## src/design/elrb_pkg.sv

```systemverilog
package elrb_pkg;

  localparam int ENTRY_PORT_W = 64;
  localparam int FUNC_W       = 2;
  localparam int COUNT_W      = 5;
  localparam int OVF_W        = 16;
  localparam int CFG_IDX_W    = 1;
  localparam int QDEPTH       = 2;
  localparam int QPTR_W       = $clog2(QDEPTH);
  localparam int QFILL_W      = $clog2(QDEPTH + 1);

  localparam logic [OVF_W-1:0] OVF_MAX = '1;

  // request function codes
  localparam logic [FUNC_W-1:0] FUNC_ADD   = 2'd0;
  localparam logic [FUNC_W-1:0] FUNC_CLEAR = 2'd1;
  localparam logic [FUNC_W-1:0] FUNC_DUMP  = 2'd2;

  typedef enum logic [1:0] {
    OP_ADD,
    OP_CLEAR,
    OP_DUMP,
    OP_NOP
  } op_t;

  typedef enum logic [CFG_IDX_W-1:0] {
    REG_LOG_ENABLE = 1'b0,
    REG_LOG_MODE   = 1'b1
  } cfg_reg_t;

  typedef struct packed {
    op_t                     op;
    logic [ENTRY_PORT_W-1:0] data;
  } queue_item_t;

  typedef enum logic [2:0] {
    ST_IDLE = 3'b001,
    ST_READ = 3'b010,
    ST_SEND = 3'b100
  } back_state_t;

endpackage

```

## src/design/elrb_ram.sv

```systemverilog
module elrb_ram #(
  parameter int WIDTH = 64,
  parameter int DEPTH = 16
) (
  input  logic                     clk,
  input  logic                     we,
  input  logic [$clog2(DEPTH)-1:0] waddr,
  input  logic [WIDTH-1:0]         wdata,
  input  logic                     re,
  input  logic [$clog2(DEPTH)-1:0] raddr,
  output logic [WIDTH-1:0]         rdata
);

  logic [WIDTH-1:0] mem [DEPTH];

  always_ff @(posedge clk) begin
    if (we) begin
      mem[waddr] <= wdata;
    end
    if (re) begin
      rdata <= mem[raddr];
    end
  end

endmodule

```

## src/design/elrb_front.sv

```systemverilog
module elrb_front import elrb_pkg::*; (
  input  logic                    clk,
  input  logic                    rst,
  input  logic                    in_valid,
  output logic                    in_ready,
  input  logic [FUNC_W-1:0]       func,
  input  logic [ENTRY_PORT_W-1:0] entry_data,
  output logic                    q_valid,
  output queue_item_t             q_item,
  input  logic                    q_pop
);

  queue_item_t        slot [QDEPTH];
  logic [QPTR_W-1:0]  wr_ptr;
  logic [QPTR_W-1:0]  rd_ptr;
  logic [QFILL_W-1:0] fill;
  logic               push;
  op_t                op_class;

  // classify the request; unknown codes become a status-only request
  always_comb begin
    case (func)
      FUNC_ADD:   op_class = OP_ADD;
      FUNC_CLEAR: op_class = OP_CLEAR;
      FUNC_DUMP:  op_class = OP_DUMP;
      default:    op_class = OP_NOP;
    endcase
  end

  assign in_ready = (fill != QFILL_W'(QDEPTH));
  assign push     = in_valid && in_ready;
  assign q_valid  = (fill != '0);
  assign q_item   = slot[rd_ptr];

  always_ff @(posedge clk) begin
    if (push) begin
      slot[wr_ptr] <= '{op: op_class, data: entry_data};
    end
  end

  always_ff @(posedge clk) begin
    if (rst) begin
      wr_ptr <= '0;
      rd_ptr <= '0;
      fill   <= '0;
    end else begin
      if (push) begin
        wr_ptr <= wr_ptr + QPTR_W'(1);
      end
      if (q_pop) begin
        rd_ptr <= rd_ptr + QPTR_W'(1);
      end
      if (push && !q_pop) begin
        fill <= fill + QFILL_W'(1);
      end else if (!push && q_pop) begin
        fill <= fill - QFILL_W'(1);
      end
    end
  end

endmodule

```

## src/design/elrb_back.sv

```systemverilog
module elrb_back import elrb_pkg::*; #(
  parameter int LOG_DEPTH   = 16,
  parameter int ENTRY_WIDTH = 64
) (
  input  logic                    clk,
  input  logic                    rst,
  input  logic                    q_valid,
  input  queue_item_t             q_item,
  output logic                    q_pop,
  input  logic                    cfg_valid,
  input  logic [CFG_IDX_W-1:0]    cfg_index,
  input  logic                    cfg_data,
  output logic                    out_valid,
  input  logic                    out_ready,
  output logic [ENTRY_PORT_W-1:0] out_entry,
  output logic                    entry_valid,
  output logic                    out_last,
  output logic [COUNT_W-1:0]      entry_count,
  output logic                    full_flag,
  output logic [OVF_W-1:0]        overflow_count
);

  localparam int PW = $clog2(LOG_DEPTH);
  localparam int CW = $clog2(LOG_DEPTH + 1);

  back_state_t       state;
  logic [PW-1:0]     wp;
  logic [CW-1:0]     cnt;
  logic              full;
  logic [OVF_W-1:0]  ovf;
  logic              log_enable;
  logic              log_mode;
  logic [PW-1:0]     rd_idx;
  logic [CW-1:0]     remain;

  logic [PW-1:0]          wp_next;
  logic [CW-1:0]          cnt_next;
  logic                   full_next;
  logic [OVF_W-1:0]       ovf_next;
  logic                   add_store;
  logic [PW-1:0]          wp_inc;
  logic [PW-1:0]          rd_inc;
  logic [OVF_W-1:0]       ovf_inc;
  logic                   out_free;
  logic                   take;
  logic                   dump_start;
  logic                   load_status;
  logic                   load_entry;
  logic [ENTRY_WIDTH-1:0] ram_rdata;

  assign wp_inc  = (wp == PW'(LOG_DEPTH - 1)) ? '0 : wp + PW'(1);
  assign rd_inc  = (rd_idx == PW'(LOG_DEPTH - 1)) ? '0 : rd_idx + PW'(1);
  assign ovf_inc = (ovf == OVF_MAX) ? ovf : ovf + OVF_W'(1);

  // post-operation state for add and clear
  always_comb begin
    wp_next   = wp;
    cnt_next  = cnt;
    full_next = full;
    ovf_next  = ovf;
    add_store = 1'b0;
    case (q_item.op)
      OP_ADD: begin
        if (log_enable) begin
          if (full) begin
            ovf_next = ovf_inc;
          end
          if (!(full && log_mode)) begin
            add_store = 1'b1;
            wp_next   = wp_inc;
            if (cnt != CW'(LOG_DEPTH)) begin
              cnt_next  = cnt + CW'(1);
              full_next = (cnt == CW'(LOG_DEPTH - 1));
            end
          end
        end
      end
      OP_CLEAR: begin
        wp_next   = '0;
        cnt_next  = '0;
        full_next = 1'b0;
        ovf_next  = '0;
      end
      default: ;
    endcase
  end

  assign out_free    = !out_valid || out_ready;
  assign take        = (state == ST_IDLE) && q_valid && out_free;
  assign q_pop       = take;
  assign dump_start  = take && (q_item.op == OP_DUMP) && (cnt != '0);
  assign load_status = take && !dump_start;
  assign load_entry  = (state == ST_SEND) && out_free;

  elrb_ram #(
    .WIDTH (ENTRY_WIDTH),
    .DEPTH (LOG_DEPTH)
  ) u_store (
    .clk   (clk),
    .we    (take && add_store),
    .waddr (wp),
    .wdata (q_item.data[ENTRY_WIDTH-1:0]),
    .re    (state == ST_READ),
    .raddr (rd_idx),
    .rdata (ram_rdata)
  );

  always_ff @(posedge clk) begin
    if (rst) begin
      state      <= ST_IDLE;
      wp         <= '0;
      cnt        <= '0;
      full       <= 1'b0;
      ovf        <= '0;
      log_enable <= 1'b1;
      log_mode   <= 1'b0;
      out_valid  <= 1'b0;
    end else begin
      if (cfg_valid) begin
        case (cfg_index)
          REG_LOG_ENABLE: log_enable <= cfg_data;
          REG_LOG_MODE:   log_mode   <= cfg_data;
          default: ;
        endcase
      end
      if (take) begin
        wp   <= wp_next;
        cnt  <= cnt_next;
        full <= full_next;
        ovf  <= ovf_next;
      end
      case (state)
        ST_IDLE: begin
          if (dump_start) begin
            state <= ST_READ;
          end
        end
        ST_READ: begin
          state <= ST_SEND;
        end
        ST_SEND: begin
          if (load_entry) begin
            state <= (remain == CW'(1)) ? ST_IDLE : ST_READ;
          end
        end
        default: state <= ST_IDLE;
      endcase
      if (load_status || load_entry) begin
        out_valid <= 1'b1;
      end else if (out_ready) begin
        out_valid <= 1'b0;
      end
    end
  end

  // dump walk position and result payload
  always_ff @(posedge clk) begin
    if (dump_start) begin
      rd_idx <= full ? wp : '0;
      remain <= cnt;
    end else if (load_entry) begin
      rd_idx <= rd_inc;
      remain <= remain - CW'(1);
    end
    if (load_status) begin
      out_entry      <= '0;
      entry_valid    <= 1'b0;
      out_last       <= 1'b1;
      entry_count    <= COUNT_W'(cnt_next);
      full_flag      <= full_next;
      overflow_count <= ovf_next;
    end else if (load_entry) begin
      out_entry      <= ENTRY_PORT_W'(ram_rdata);
      entry_valid    <= 1'b1;
      out_last       <= (remain == CW'(1));
      entry_count    <= COUNT_W'(cnt);
      full_flag      <= full;
      overflow_count <= ovf;
    end
  end

endmodule

```

## src/design/event_log_ring_buffer_top.sv

```systemverilog
// Event log ring buffer. Holds up to LOG_DEPTH entries of ENTRY_WIDTH bits
// (entry_data is cut to its low ENTRY_WIDTH bits, out_entry zero-extended)
// and serves three requests selected by func: add, clear and dump. Add and
// clear, and an unknown func code, each answer with one status result
// (entry_valid 0, out_last 1) carrying the entry count, full flag and the
// saturating overflow count as they stand after the request. With
// log_enable low an add changes nothing. When the log is full, log_mode 0
// overwrites the oldest entry and log_mode 1 drops the new one; both count
// an overflow. Dump returns the held entries oldest first with out_last on
// the newest, or a single status result when the log is empty. Requests
// land in a two-deep queue, so up to two requests are taken while the
// executing side works or waits on out_ready; in_ready then drops until one
// leaves the queue. Add and clear sustain one request per clock while
// out_ready stays high, each passing through the queue and a registered
// result. A dump walks the ST_READ and ST_SEND states for each entry,
// reading the entry store through its registered read port; later requests
// wait in the queue meanwhile. Write the configuration registers only
// while the block is idle; cfg_ready is always high.
module event_log_ring_buffer_top import elrb_pkg::*; #(
  parameter int LOG_DEPTH   = 16,
  parameter int ENTRY_WIDTH = 64
) (
  input  logic                    clk,
  input  logic                    rst,
  // request channel
  input  logic                    in_valid,
  output logic                    in_ready,
  input  logic [FUNC_W-1:0]       func,
  input  logic [ENTRY_PORT_W-1:0] entry_data,
  // configuration write channel
  input  logic                    cfg_valid,
  output logic                    cfg_ready,
  input  logic [CFG_IDX_W-1:0]    cfg_index,
  input  logic                    cfg_data,
  // result channel
  output logic                    out_valid,
  input  logic                    out_ready,
  output logic [ENTRY_PORT_W-1:0] out_entry,
  output logic                    entry_valid,
  output logic                    out_last,
  output logic [COUNT_W-1:0]      entry_count,
  output logic                    full_flag,
  output logic [OVF_W-1:0]        overflow_count
);

  logic        q_valid;
  logic        q_pop;
  queue_item_t q_item;

  // the user must write registers only while idle (not enforced here), so take every write at once
  assign cfg_ready = 1'b1;

  // front: accept and classify requests, hold them in the queue
  elrb_front u_front (
    .clk        (clk),
    .rst        (rst),
    .in_valid   (in_valid),
    .in_ready   (in_ready),
    .func       (func),
    .entry_data (entry_data),
    .q_valid    (q_valid),
    .q_item     (q_item),
    .q_pop      (q_pop)
  );

  // back: execute requests against the log state and drive results
  elrb_back #(
    .LOG_DEPTH   (LOG_DEPTH),
    .ENTRY_WIDTH (ENTRY_WIDTH)
  ) u_back (
    .clk            (clk),
    .rst            (rst),
    .q_valid        (q_valid),
    .q_item         (q_item),
    .q_pop          (q_pop),
    .cfg_valid      (cfg_valid),
    .cfg_index      (cfg_index),
    .cfg_data       (cfg_data),
    .out_valid      (out_valid),
    .out_ready      (out_ready),
    .out_entry      (out_entry),
    .entry_valid    (entry_valid),
    .out_last       (out_last),
    .entry_count    (entry_count),
    .full_flag      (full_flag),
    .overflow_count (overflow_count)
  );

endmodule

```

## config.mk

```make
export PLATFORM = sky130hd
export DESIGN_NAME = event_log_ring_buffer_top
export DESIGN_NICKNAME = d
export VERILOG_FILES = /design/src/design/elrb_pkg.sv /design/src/design/elrb_ram.sv /design/src/design/elrb_front.sv /design/src/design/elrb_back.sv /design/src/design/event_log_ring_buffer_top.sv
export SDC_FILE = /design/constraint.sdc
export NUM_CORES = 1
export LEC_CHECK = 0
export ABC_CLOCK_PERIOD_IN_PS = 26800
export BUFFER_PORTS_ARGS = -buffer_cell sky130_fd_sc_hd__buf_2
export CELL_PAD_IN_SITES_DETAIL_PLACEMENT = 0
export CELL_PAD_IN_SITES_GLOBAL_PLACEMENT = 1
export CORE_MARGIN = 4
export CORE_UTILIZATION = 29
export DETAILED_ROUTE_END_ITERATION = 7
export PLACE_DENSITY = 0.54
export RECOVER_POWER = 50
export SYNTH_ARGS = -nofsm -noshare
export SYNTH_HDL_FRONTEND = slang
export SYNTH_HIERARCHICAL = 1
export SYNTH_SLANG_ARGS = --single-unit
export TNS_END_PERCENT = 20
```

## constraint.sdc

```tcl
create_clock -name clk -period 26.8 [get_ports clk]
set_input_delay 6.7 -clock clk [delete_from_list [all_inputs] [get_ports clk]]
set_output_delay 6.7 -clock clk [all_outputs]
set_load 0.02 [all_outputs]
```

After elaboration in Yosys (flattened, before gate mapping)

Memory sizes are Yosys's and may differ from the RTL's. A register that Yosys moved wholly into a read port is not among the register bits.
Cells that the tools add are included.

Add/sub/neg operators: 9
Equal/unequal tests: 18
Mux-type cells: 46
Bitwise operators: 1
Reductions and logical operators: 30

Operator list:

| operator                                            | count |
|---|---|
| 2-to-1 mux 16 bit                                   | 5 |
| 2-to-1 mux 5 bit                                    | 7 |
| one-hot mux 16 bit (2 select lines)                 | 1 |
| 2-to-1 mux 4 bit                                    | 7 |
| adder 16 x 1 -> 16 bit, second input constant       | 1 |
| equality test 16 bit, second input constant         | 1 |
| 2-to-1 mux 1 bit                                    | 16 |
| nonzero test 2 bit                                  | 6 |
| logical AND 1 bit                                   | 11 |
| one-hot mux 5 bit (2 select lines)                  | 1 |
| one-hot mux 3 bit (3 select lines)                  | 1 |
| adder 4 x 1 -> 4 bit, second input constant         | 2 |
| equality test 4 bit, second input constant          | 2 |
| one-hot mux 4 bit (2 select lines)                  | 1 |
| 2-to-1 mux 2 bit                                    | 3 |
| 2-to-1 mux 3 bit                                    | 2 |
| != test 2 x 1 -> 1 bit, second input constant       | 3 |
| one-hot mux 2 bit (3 select lines)                  | 1 |
| AND reduction 2 bit                                 | 3 |
| adder 5 x 1 -> 5 bit, second input constant         | 1 |
| equality test 5 x 1 -> 1 bit, second input constant | 1 |
| equality test 5 x 4 -> 1 bit, second input constant | 1 |
| != test 5 bit, second input constant                | 1 |
| nonzero test 5 bit                                  | 1 |
| 16 further kinds                                    | 25 |

Register bits after elaboration: 133
RAM bits: 1,156
Bits of input ports: 73
Logic and storage cells: 125
Memories: 2

Memory list:

| memory             | words | width | read ports | clocked after Yosys merged registers in | write ports | line             | text |
|---|---|---|---|---|---|---|---|
| u_back.u_store.mem | 16    | 64    | 1          | 1                                       | 1           | elrb_ram.sv:14   | `logic [WIDTH-1:0] mem [DEPTH];` |
| u_front.slot       | 2     | 66    | 1          | 1                                       | 1           | elrb_front.sv:13 | `queue_item_t slot [QDEPTH];` |

Longest topological paths before layout

Gate-level depths: netlist (run 1).

Word-level depth: 9
Gate-level depth with buffers: 9

By module

The synthesis (run 1) kept the hierarchy.

Modules (own cells, without submodules):

| module                    | times used | cells an instance | area an instance (um^2) | seq. area each (um^2) |
|---|---|---|---|---|
| elrb_ram                  | 1          | 1,647             | 40,222.3                | 32,671.3 |
| elrb_back                 | 1          | 630               | 5,471.5                 | 2,892.8 |
| elrb_front                | 1          | 231               | 5,006.1                 | 4,063.9 |
| event_log_ring_buffer_top | 1          | 2                 | 11.3                    | 0.0 |

Least setup slack after synthesis (run 1)

No wires, ideal clock.

Kind: input to register
Start: input port out_ready
End: memory u_back.u_store.mem[0][0], enable pin
Arrival: 12.699 ns
Required time: 26.235 ns
Slack: 13.536 ns
Stages on the path: 7
Path through: nor2b_1 clkbuf_1 nor4_1 and2_1 clkbuf_1 or3b_2 nor3_1

Longest elaborated chain between the ends: 5

Ends and longest elaborated chain:

| item                                   | line                            | text |
|---|---|---|
| from (decl)                            | event_log_ring_buffer_top.sv:37 | `input logic out_ready,` |
| logical OR 1 bit                       | elrb_back.sv:88                 | `assign out_free = !out_valid \|\| out_ready;` |
| logical AND 1 bit                      | elrb_back.sv:89                 | `assign take = (state == ST_IDLE) && q_valid && out_free;` |
| logical AND 1 bit                      | elrb_back.sv:100                | `.we (take && add_store),` |
| 2-to-1 mux 1 bit                       | elrb_ram.sv:17                  | `if (we) begin` |
| 2-to-1 mux 1 bit (implied by the code) | elrb_ram.sv:18                  | `mem[waddr] <= wdata;` |
| to (decl)                              | elrb_ram.sv:14                  |  |

No other way between the ends.

==> results.cfg, run 1 <==
[pwr]
ir_worst_vdd_mv = 0.0565
power_frac_seq_pct = 52.8
p_clk_share_pct = 38.9
p_switching_mw = 1.13
netSwitchingFraction_pct = 23.5
powerDensity_nw_per_um2 = 82.1
pwr-share-comb_pct = 8.2
intPower_mw = 3.68
p_leak_nw = 18.4

[grt]
grt_pass1_wl_um = 174000
grtUsageTotal_pct = 13.1
antenna_found_initial = 8
overflow = 0
grt_pass1_vias = 26000
grt_max_degree = 74

[floorplan]
die_h_um = 426
die-width_um = 426
die_area_um2 = 182000
core_um2 = 174000
num_io_pins = 164
rows = 153
initial_core_util_pct = 29.2

[setup_path]
start_kind = flop
crit_fanout = 45
path_class = reg -> reg
critPathLaunch = u_back/rd_idx[0]
end_kind = flop
rr_startpoint = u_back/rd_idx[0]
required_ns = 27.28
worstPathArrival_ns = 10.87

[drt]
met1_length_um = 47500
wl_met2_um = 62100
first_pass_iters = 5
via_per_inst = 4.68
route.top_layer_used = met4
wl_met3_um = 5460
first_iter_violations = 1794
vias = 24200
wl_per_cell_um = 22.9
drc_errors = 0
antenna_left = 0
wl_um = 119000

[finish]
layout-drive-gt1-share_pct = 22.5
post-route-cell-area_um2 = 58600
area_growth_pct = 15.6
fin_nets = 2810

[sta]
skew_ns = 0.0383
hold_viol = 0
fin_hold_ws_ns = 0.450
max_slew_margin_pct = -224
finalSetupTns_ns = 0
fin_crit_ns = 10.39
clock.fmax_mhz = 96.2
tightest_slew_ns = 4.86
setup_viol = 0
rsz0062_at_grt = no
min_period_over_period_pct = 38.8
finalMaxSlewViolations = 524
worst_slack_ns = 16.41

[clocking]
cts_tree = yes
clk_pin_slew_worst_paths_ns = 0.06
hold_buffers = 0
numCtsBuffers = 143
root_buffer = clkbuf_16
clkLatencyLatePin_ns = 0.77
cts_resized = 0
postCtsSetupRepairBufs = 0
cts_buffer_depth = 3
cts_sinks = 1354
htree_levels = 4

[synthesis]
muxShareOfSynthArea_pct = 12.9
yosysUniqueCellTypes = 66
synth_top_family_by_area = multiplexers
seq_area_frac_synth_pct = 78.1
yosys.area_share.adder_pct = 0.222
async_reset_ff_share_pct = 0
synth_compound_area_share_pct = 3.54
syn_area_um2 = 50700
syn-num-nets = 2592
yosys.area_share.simple_pct = 3.52
syn_inst = 2510
ys_seq_elements = 1354
yosys_warnings = 6
synthXorXnorAreaFrac_pct = 0.225
synth_edf_count = 1251
syn_avg_cell_area_um2 = 20.2
synth_flop_cell = edfxtp_1

[status]
status = complete, but fails checks
violations = max-capacitance violations, max-slew violations

[placement]
port_buffers = 162
postPlaceCellArea_um2 = 54200
dp_hpwl_um = 67100
dp_slack_ns = 15.95
routabilityCongestion = 0.702

[flow_run]
cap_viol_max_count = 12

[worst_hold_path]
min_from = u_back/out_entry[53]
worstHoldPathType = reg -> reg
synthesized netlist by cell type (9+ instances only):
library cell,count,share of area [%]
edfxtp_1,1251,74
mux4_2,256,11
nand2_1,222,1.6
a22oi_1,130,1.9
dfxtp_1,103,4.1
a21oi_1,89,0.88
clkbuf_1,74,0.55
mux2_2,66,1.5
nor2_1,43,0.32
o21ai_0,21,0.21
buf_6,17,0.38
nand3_1,17,0.17
buf_1,16,0.12
inv_1,16,0.12
nor3_1,16,0.16
buf_2,15,0.15
nor2b_1,14,0.17
nand2b_1,11,0.14
a31oi_1,10,0.12
nand4_1,10,0.12
xnor2_1,10,0.17
ha_1,9,0.22
or3_1,9,0.11
power by group through the flow:
stage | logic (mW) | clock network [mW] | registers (mW)
floorplan | 0.231 | 0 | 2.60
detailed placement | 0.423 | 0 | 2.59
finish | 0.396 | 1.87 | 2.54
global route | 0.443 | 2.04 | 2.55
CTS | 0.424 | 1.95 | 2.54
global placement | 0.404 | 0 | 2.58
metal layers:
metal	vias up	global-route usage, %
li1	10700	-
met1	12800	15.9
met2	530	23.1
met3	177	2.73
met4	0	4.40
met5	-	0
worst max-delay path, cell delays in order (launching register included):
cell      delay, ns
edfxtp_1       0.31
clkbuf_1       2.50
clkbuf_1       2.97
clkbuf_1       2.91
mux4_2         0.79
a22oi_1        0.32
nand2_1        0.16
area by class of cell:
type,instances,area (um^2)
sequential,1354,39600
tap,2325,2910
fill,16500,115000
clock buffer,190,3940
timing repair buffer,203,1030
multi-input combinational,1010,10500
clock inverter,73,551
antenna,2,5.00
inverter,16,61.3
placed cells by master, fill, tap and decap left out, drive strengths merged, types with 16 or more instances in the layout:
cell / n
edfxtp: 1251
mux4: 256
clkbuf: 241
nand2: 223
buf: 152
a22oi: 130
dfxtp: 103
a21oi: 89
mux2: 66
clkinv: 59
nor2: 43
o21ai: 22
inv: 21
nand3: 17
nor3: 16
cell families (layout without fill, tap and decap cells):
logic type / count (synthesis) / count (layout)
flip-flops: 1354 / 1354
AND/OR/NAND/NOR: 388 / 388
multiplexers: 326 / 326
AO/OA/AOI/OAI: 273 / 273
buffers and inverters: 146 / 482
XOR/XNOR: 13 / 13
adder cells (fa/ha/maj): 9 / 9
other: 1 / 3
state kept, by name (all words and copies together) (netlist names), 2 cells and up, named ones only:
register	cells
u_back/rd_idx	4
u_back/state	3
u_back/cnt	5
u_back/remain	5
u_back/entry_count	5
u_back/u_store/mem	1024
u_front/fill	2
u_back/overflow_count	16
u_front/slot	132
u_back/wp	4
u_back/ovf	16
u_back/out_entry	64
u_back/u_store/rdata	64
final timing paths:
kind | slack (ns) | cells after the start | to
worst max register to register | 16.41 | 6 | u_back/u_store/rdata[34]
worst max-delay path | 16.41 | 6 | u_back/u_store/rdata[34]
worst min-delay path | 0.45 | 2 | u_back/out_entry[53]
worst min register to register | 0.45 | 2 | u_back/out_entry[53]
metrics by stage:
stage | util, % | power, mW | std cells
after detailed placement | 31.2 | 3.01 | 4908
after global placement | 31.2 | 2.99 | 4908
after global routing | 33.7 | 5.03 | 5172
final | 33.7 | 4.81 | 5173
after CTS | 33.8 | 4.91 | 5171
after floorplan | - | 2.83 | 2510
Note: power is estimated with default switching activity, not from simulation.
==> run 2, diff against run 1 <==
--- a/config.mk
+++ b/config.mk
@@ -5,7 +5,7 @@
 export SDC_FILE = /design/constraint.sdc
 export NUM_CORES = 1
 export LEC_CHECK = 0
-export ABC_CLOCK_PERIOD_IN_PS = 26800
+export ABC_CLOCK_PERIOD_IN_PS = 10790
 export BUFFER_PORTS_ARGS = -buffer_cell sky130_fd_sc_hd__buf_2
 export CELL_PAD_IN_SITES_DETAIL_PLACEMENT = 0
 export CELL_PAD_IN_SITES_GLOBAL_PLACEMENT = 1
==> constraint.sdc (replaced) <==
create_clock -name clk -period 10.79 [get_ports clk]
set_input_delay 2.6975 -clock clk [delete_from_list [all_inputs] [get_ports clk]]
set_output_delay 2.6975 -clock clk [all_outputs]
set_load 0.02 [all_outputs]
==> results.cfg, run 2 (synthesized netlist as in run 1, its figures left out) <==
[finish]
final_common_cell = edfxtp_1
final_cell_mix = 1251 x edfxtp_1, 256 x mux4_2, 222 x nand2_1
largest_register_ffs = 1024
layout-drive-gt1-share_pct = 22.3
top_register = u_back/u_store/mem
top_regs = u_back/u_store/mem x1024, u_front/slot x132
post-route-cell-area_um2 = 58900
fin_nets = 2811
fill_cells = 16500
area_growth_pct = 16.1
multi_input_area_um2 = 10500
ff_latch_area_um2 = 39600

[setup_path]
cp_common_cell = buf_4
slowest_delay_ns = 1.34
worstPathArrival_ns = 7.14
cp_slowest_cell = dfxtp_1
cp_cell_sequence = buf_4 > mux2_1 > nand4bb_1 > nor4_1 > and2_1 > nand3b_1 > nor3_2 > buf_4
reg2reg_depth = 8
required_ns = 11.16
critical-path-top-delay-family = simple AND/OR/NAND/NOR gates
critical_path_buf_inv_count = 2
end_kind = flop
reg2reg_to = u_back/u_store/mem[4][37]
path_class = reg -> reg
start_kind = flop
crit_fanout = 53
reg2reg_slack_ns = 4.02

[worst_hold_path]
whs_endpoint = u_back/out_entry[55]
worstHoldPathType = reg -> reg
min_from = u_back/out_entry[55]
min_path_cells = 2

[sta]
finalMaxSlewViolations = 498
finalSetupTns_ns = 0
clock.fmax_mhz = 148
rsz0062_at_grt = no
min_period_over_period_pct = 62.8
skew_ns = 0.0314
hold_viol = 0
fin_crit_ns = 6.77
setup_viol = 0
max_slew_margin_pct = -223
tightest_slew_ns = 4.85

[pwr]
powerDensity_nw_per_um2 = 208
ir_worst_vdd_mv = 0.122
p_leak_nw = 18.5

[grt]
antenna_found_initial = 8
grt_pass1_vias = 25900
grtUsageTotal_pct = 13.2
grt_pass1_wl_um = 176000
overflow = 0
grt_max_degree = 163

[clocking]
clk_pin_slew_worst_paths_ns = 0.05
cts_buffer_depth = 3
cts_resized = 0
cts_sinks = 1354
postCtsSetupRepairBufs = 0
hold_buffers = 0
numCtsBuffers = 147
root_buffer = clkbuf_16
cts_tree = yes
clkLatencyLatePin_ns = 0.77
htree_levels = 4

[placement]
port_buffers = 162
routabilityCongestion = 0.715
dp_hpwl_um = 67900
postPlaceCellArea_um2 = 54200

[floorplan]
initial_core_util_pct = 29.2
core_um2 = 174000
die-width_um = 426
num_io_pins = 164
die_area_um2 = 182000
rows = 153
die_h_um = 426

[drt]
drc_errors = 0
vias = 24200
first_pass_iters = 5
antenna_left = 0
via_per_inst = 4.68
first_iter_violations = 1630
wl_um = 119000
wl_per_cell_um = 23.0

[flow_run]
cap_viol_max_count = 10

[status]
violations = max-capacitance violations, max-slew violations
status = complete, but fails checks
-- run 2: cell count changes in the layout (fill, tap and decap cells not counted), sizes merged --
| cell | delta |
|---|---|
| buf | -9 |
| bufinv | +9 |
| clkinv | -5 |
| clkbuf | +3 |
| clkinvlp | +1 |
| diode | -1 |
| inv | +1 |
-- run 2: worst max-delay path by stage --
stage                   start                   endpoint  slack [ns]  depth (start not counted)
floorplan           out_ready   u_back/u_store/mem[0][0]        1.53                          7
global placement    out_ready  u_back/u_store/mem[4][45]        4.06                          7
detailed placement  out_ready  u_back/u_store/mem[4][45]        3.96                          7
CTS                      flop  u_back/u_store/mem[4][37]        4.72                          8
global route             flop  u_back/u_store/mem[4][45]        3.50                          8
finish                   flop  u_back/u_store/mem[4][37]        4.02                          8
-- run 2: final cells by class --
type	instances	share of cell area, %
Multi-Input combinational cell	1010	17.8
Tap cell	2325	4.94
Sequential cell	1354	67.3
Clock buffer	187	6.72
Clock inverter	79	1.35
Antenna cell	1	0.00425
Inverter	16	0.104
Timing Repair Buffer	200	1.74
-- run 2: routing by layer --
metal	vias up	track usage [%]	routed length, um
met5	-	0	0
met2	494	23.0	61300
met1	12800	16.6	50000
li1	10700	-	-
met3	175	2.57	5160
met4	0	3.71	2490
-- run 2: report_power, final --
| part | internal, mW | switching [mW] | leakage, nW | total (mW) |
|---|---|---|---|---|
| clock network | 2.91 | 2.02 | 2.30 | 4.92 |
| registers | 6.26 | 0.0618 | 12.1 | 6.32 |
| logic | 0.208 | 0.792 | 4.02 | 1.00 |
-- run 2: worst reg2reg max path, cell delays in order, from the launching register on --
cell,delay (ns)
dfxtp_1,1.34
buf_4,0.79
mux2_1,0.53
nand4bb_1,0.29
nor4_1,0.67
and2_1,0.60
nand3b_1,0.42
nor3_2,0.76
buf_4,0.94
-- run 2: through the flow --
stage | hold WS [ns] | util (%) | instances | power, mW | setup slack [ns]
6_report | 0.448 | 33.9 | 5172 | 12.2 | 4.02
5_1_grt | 0.467 | 33.9 | 5171 | 12.8 | 3.50
4_1_cts | 0.452 | 33.9 | 5171 | 12.5 | 4.72
3_5_place_dp | 0.444 | 31.2 | 4905 | 7.49 | 3.96
3_3_place_gp | 0.445 | 31.2 | 4905 | 7.44 | 4.06
2_1_floorplan | 0.450 | - | 2510 | 7.02 | 1.53
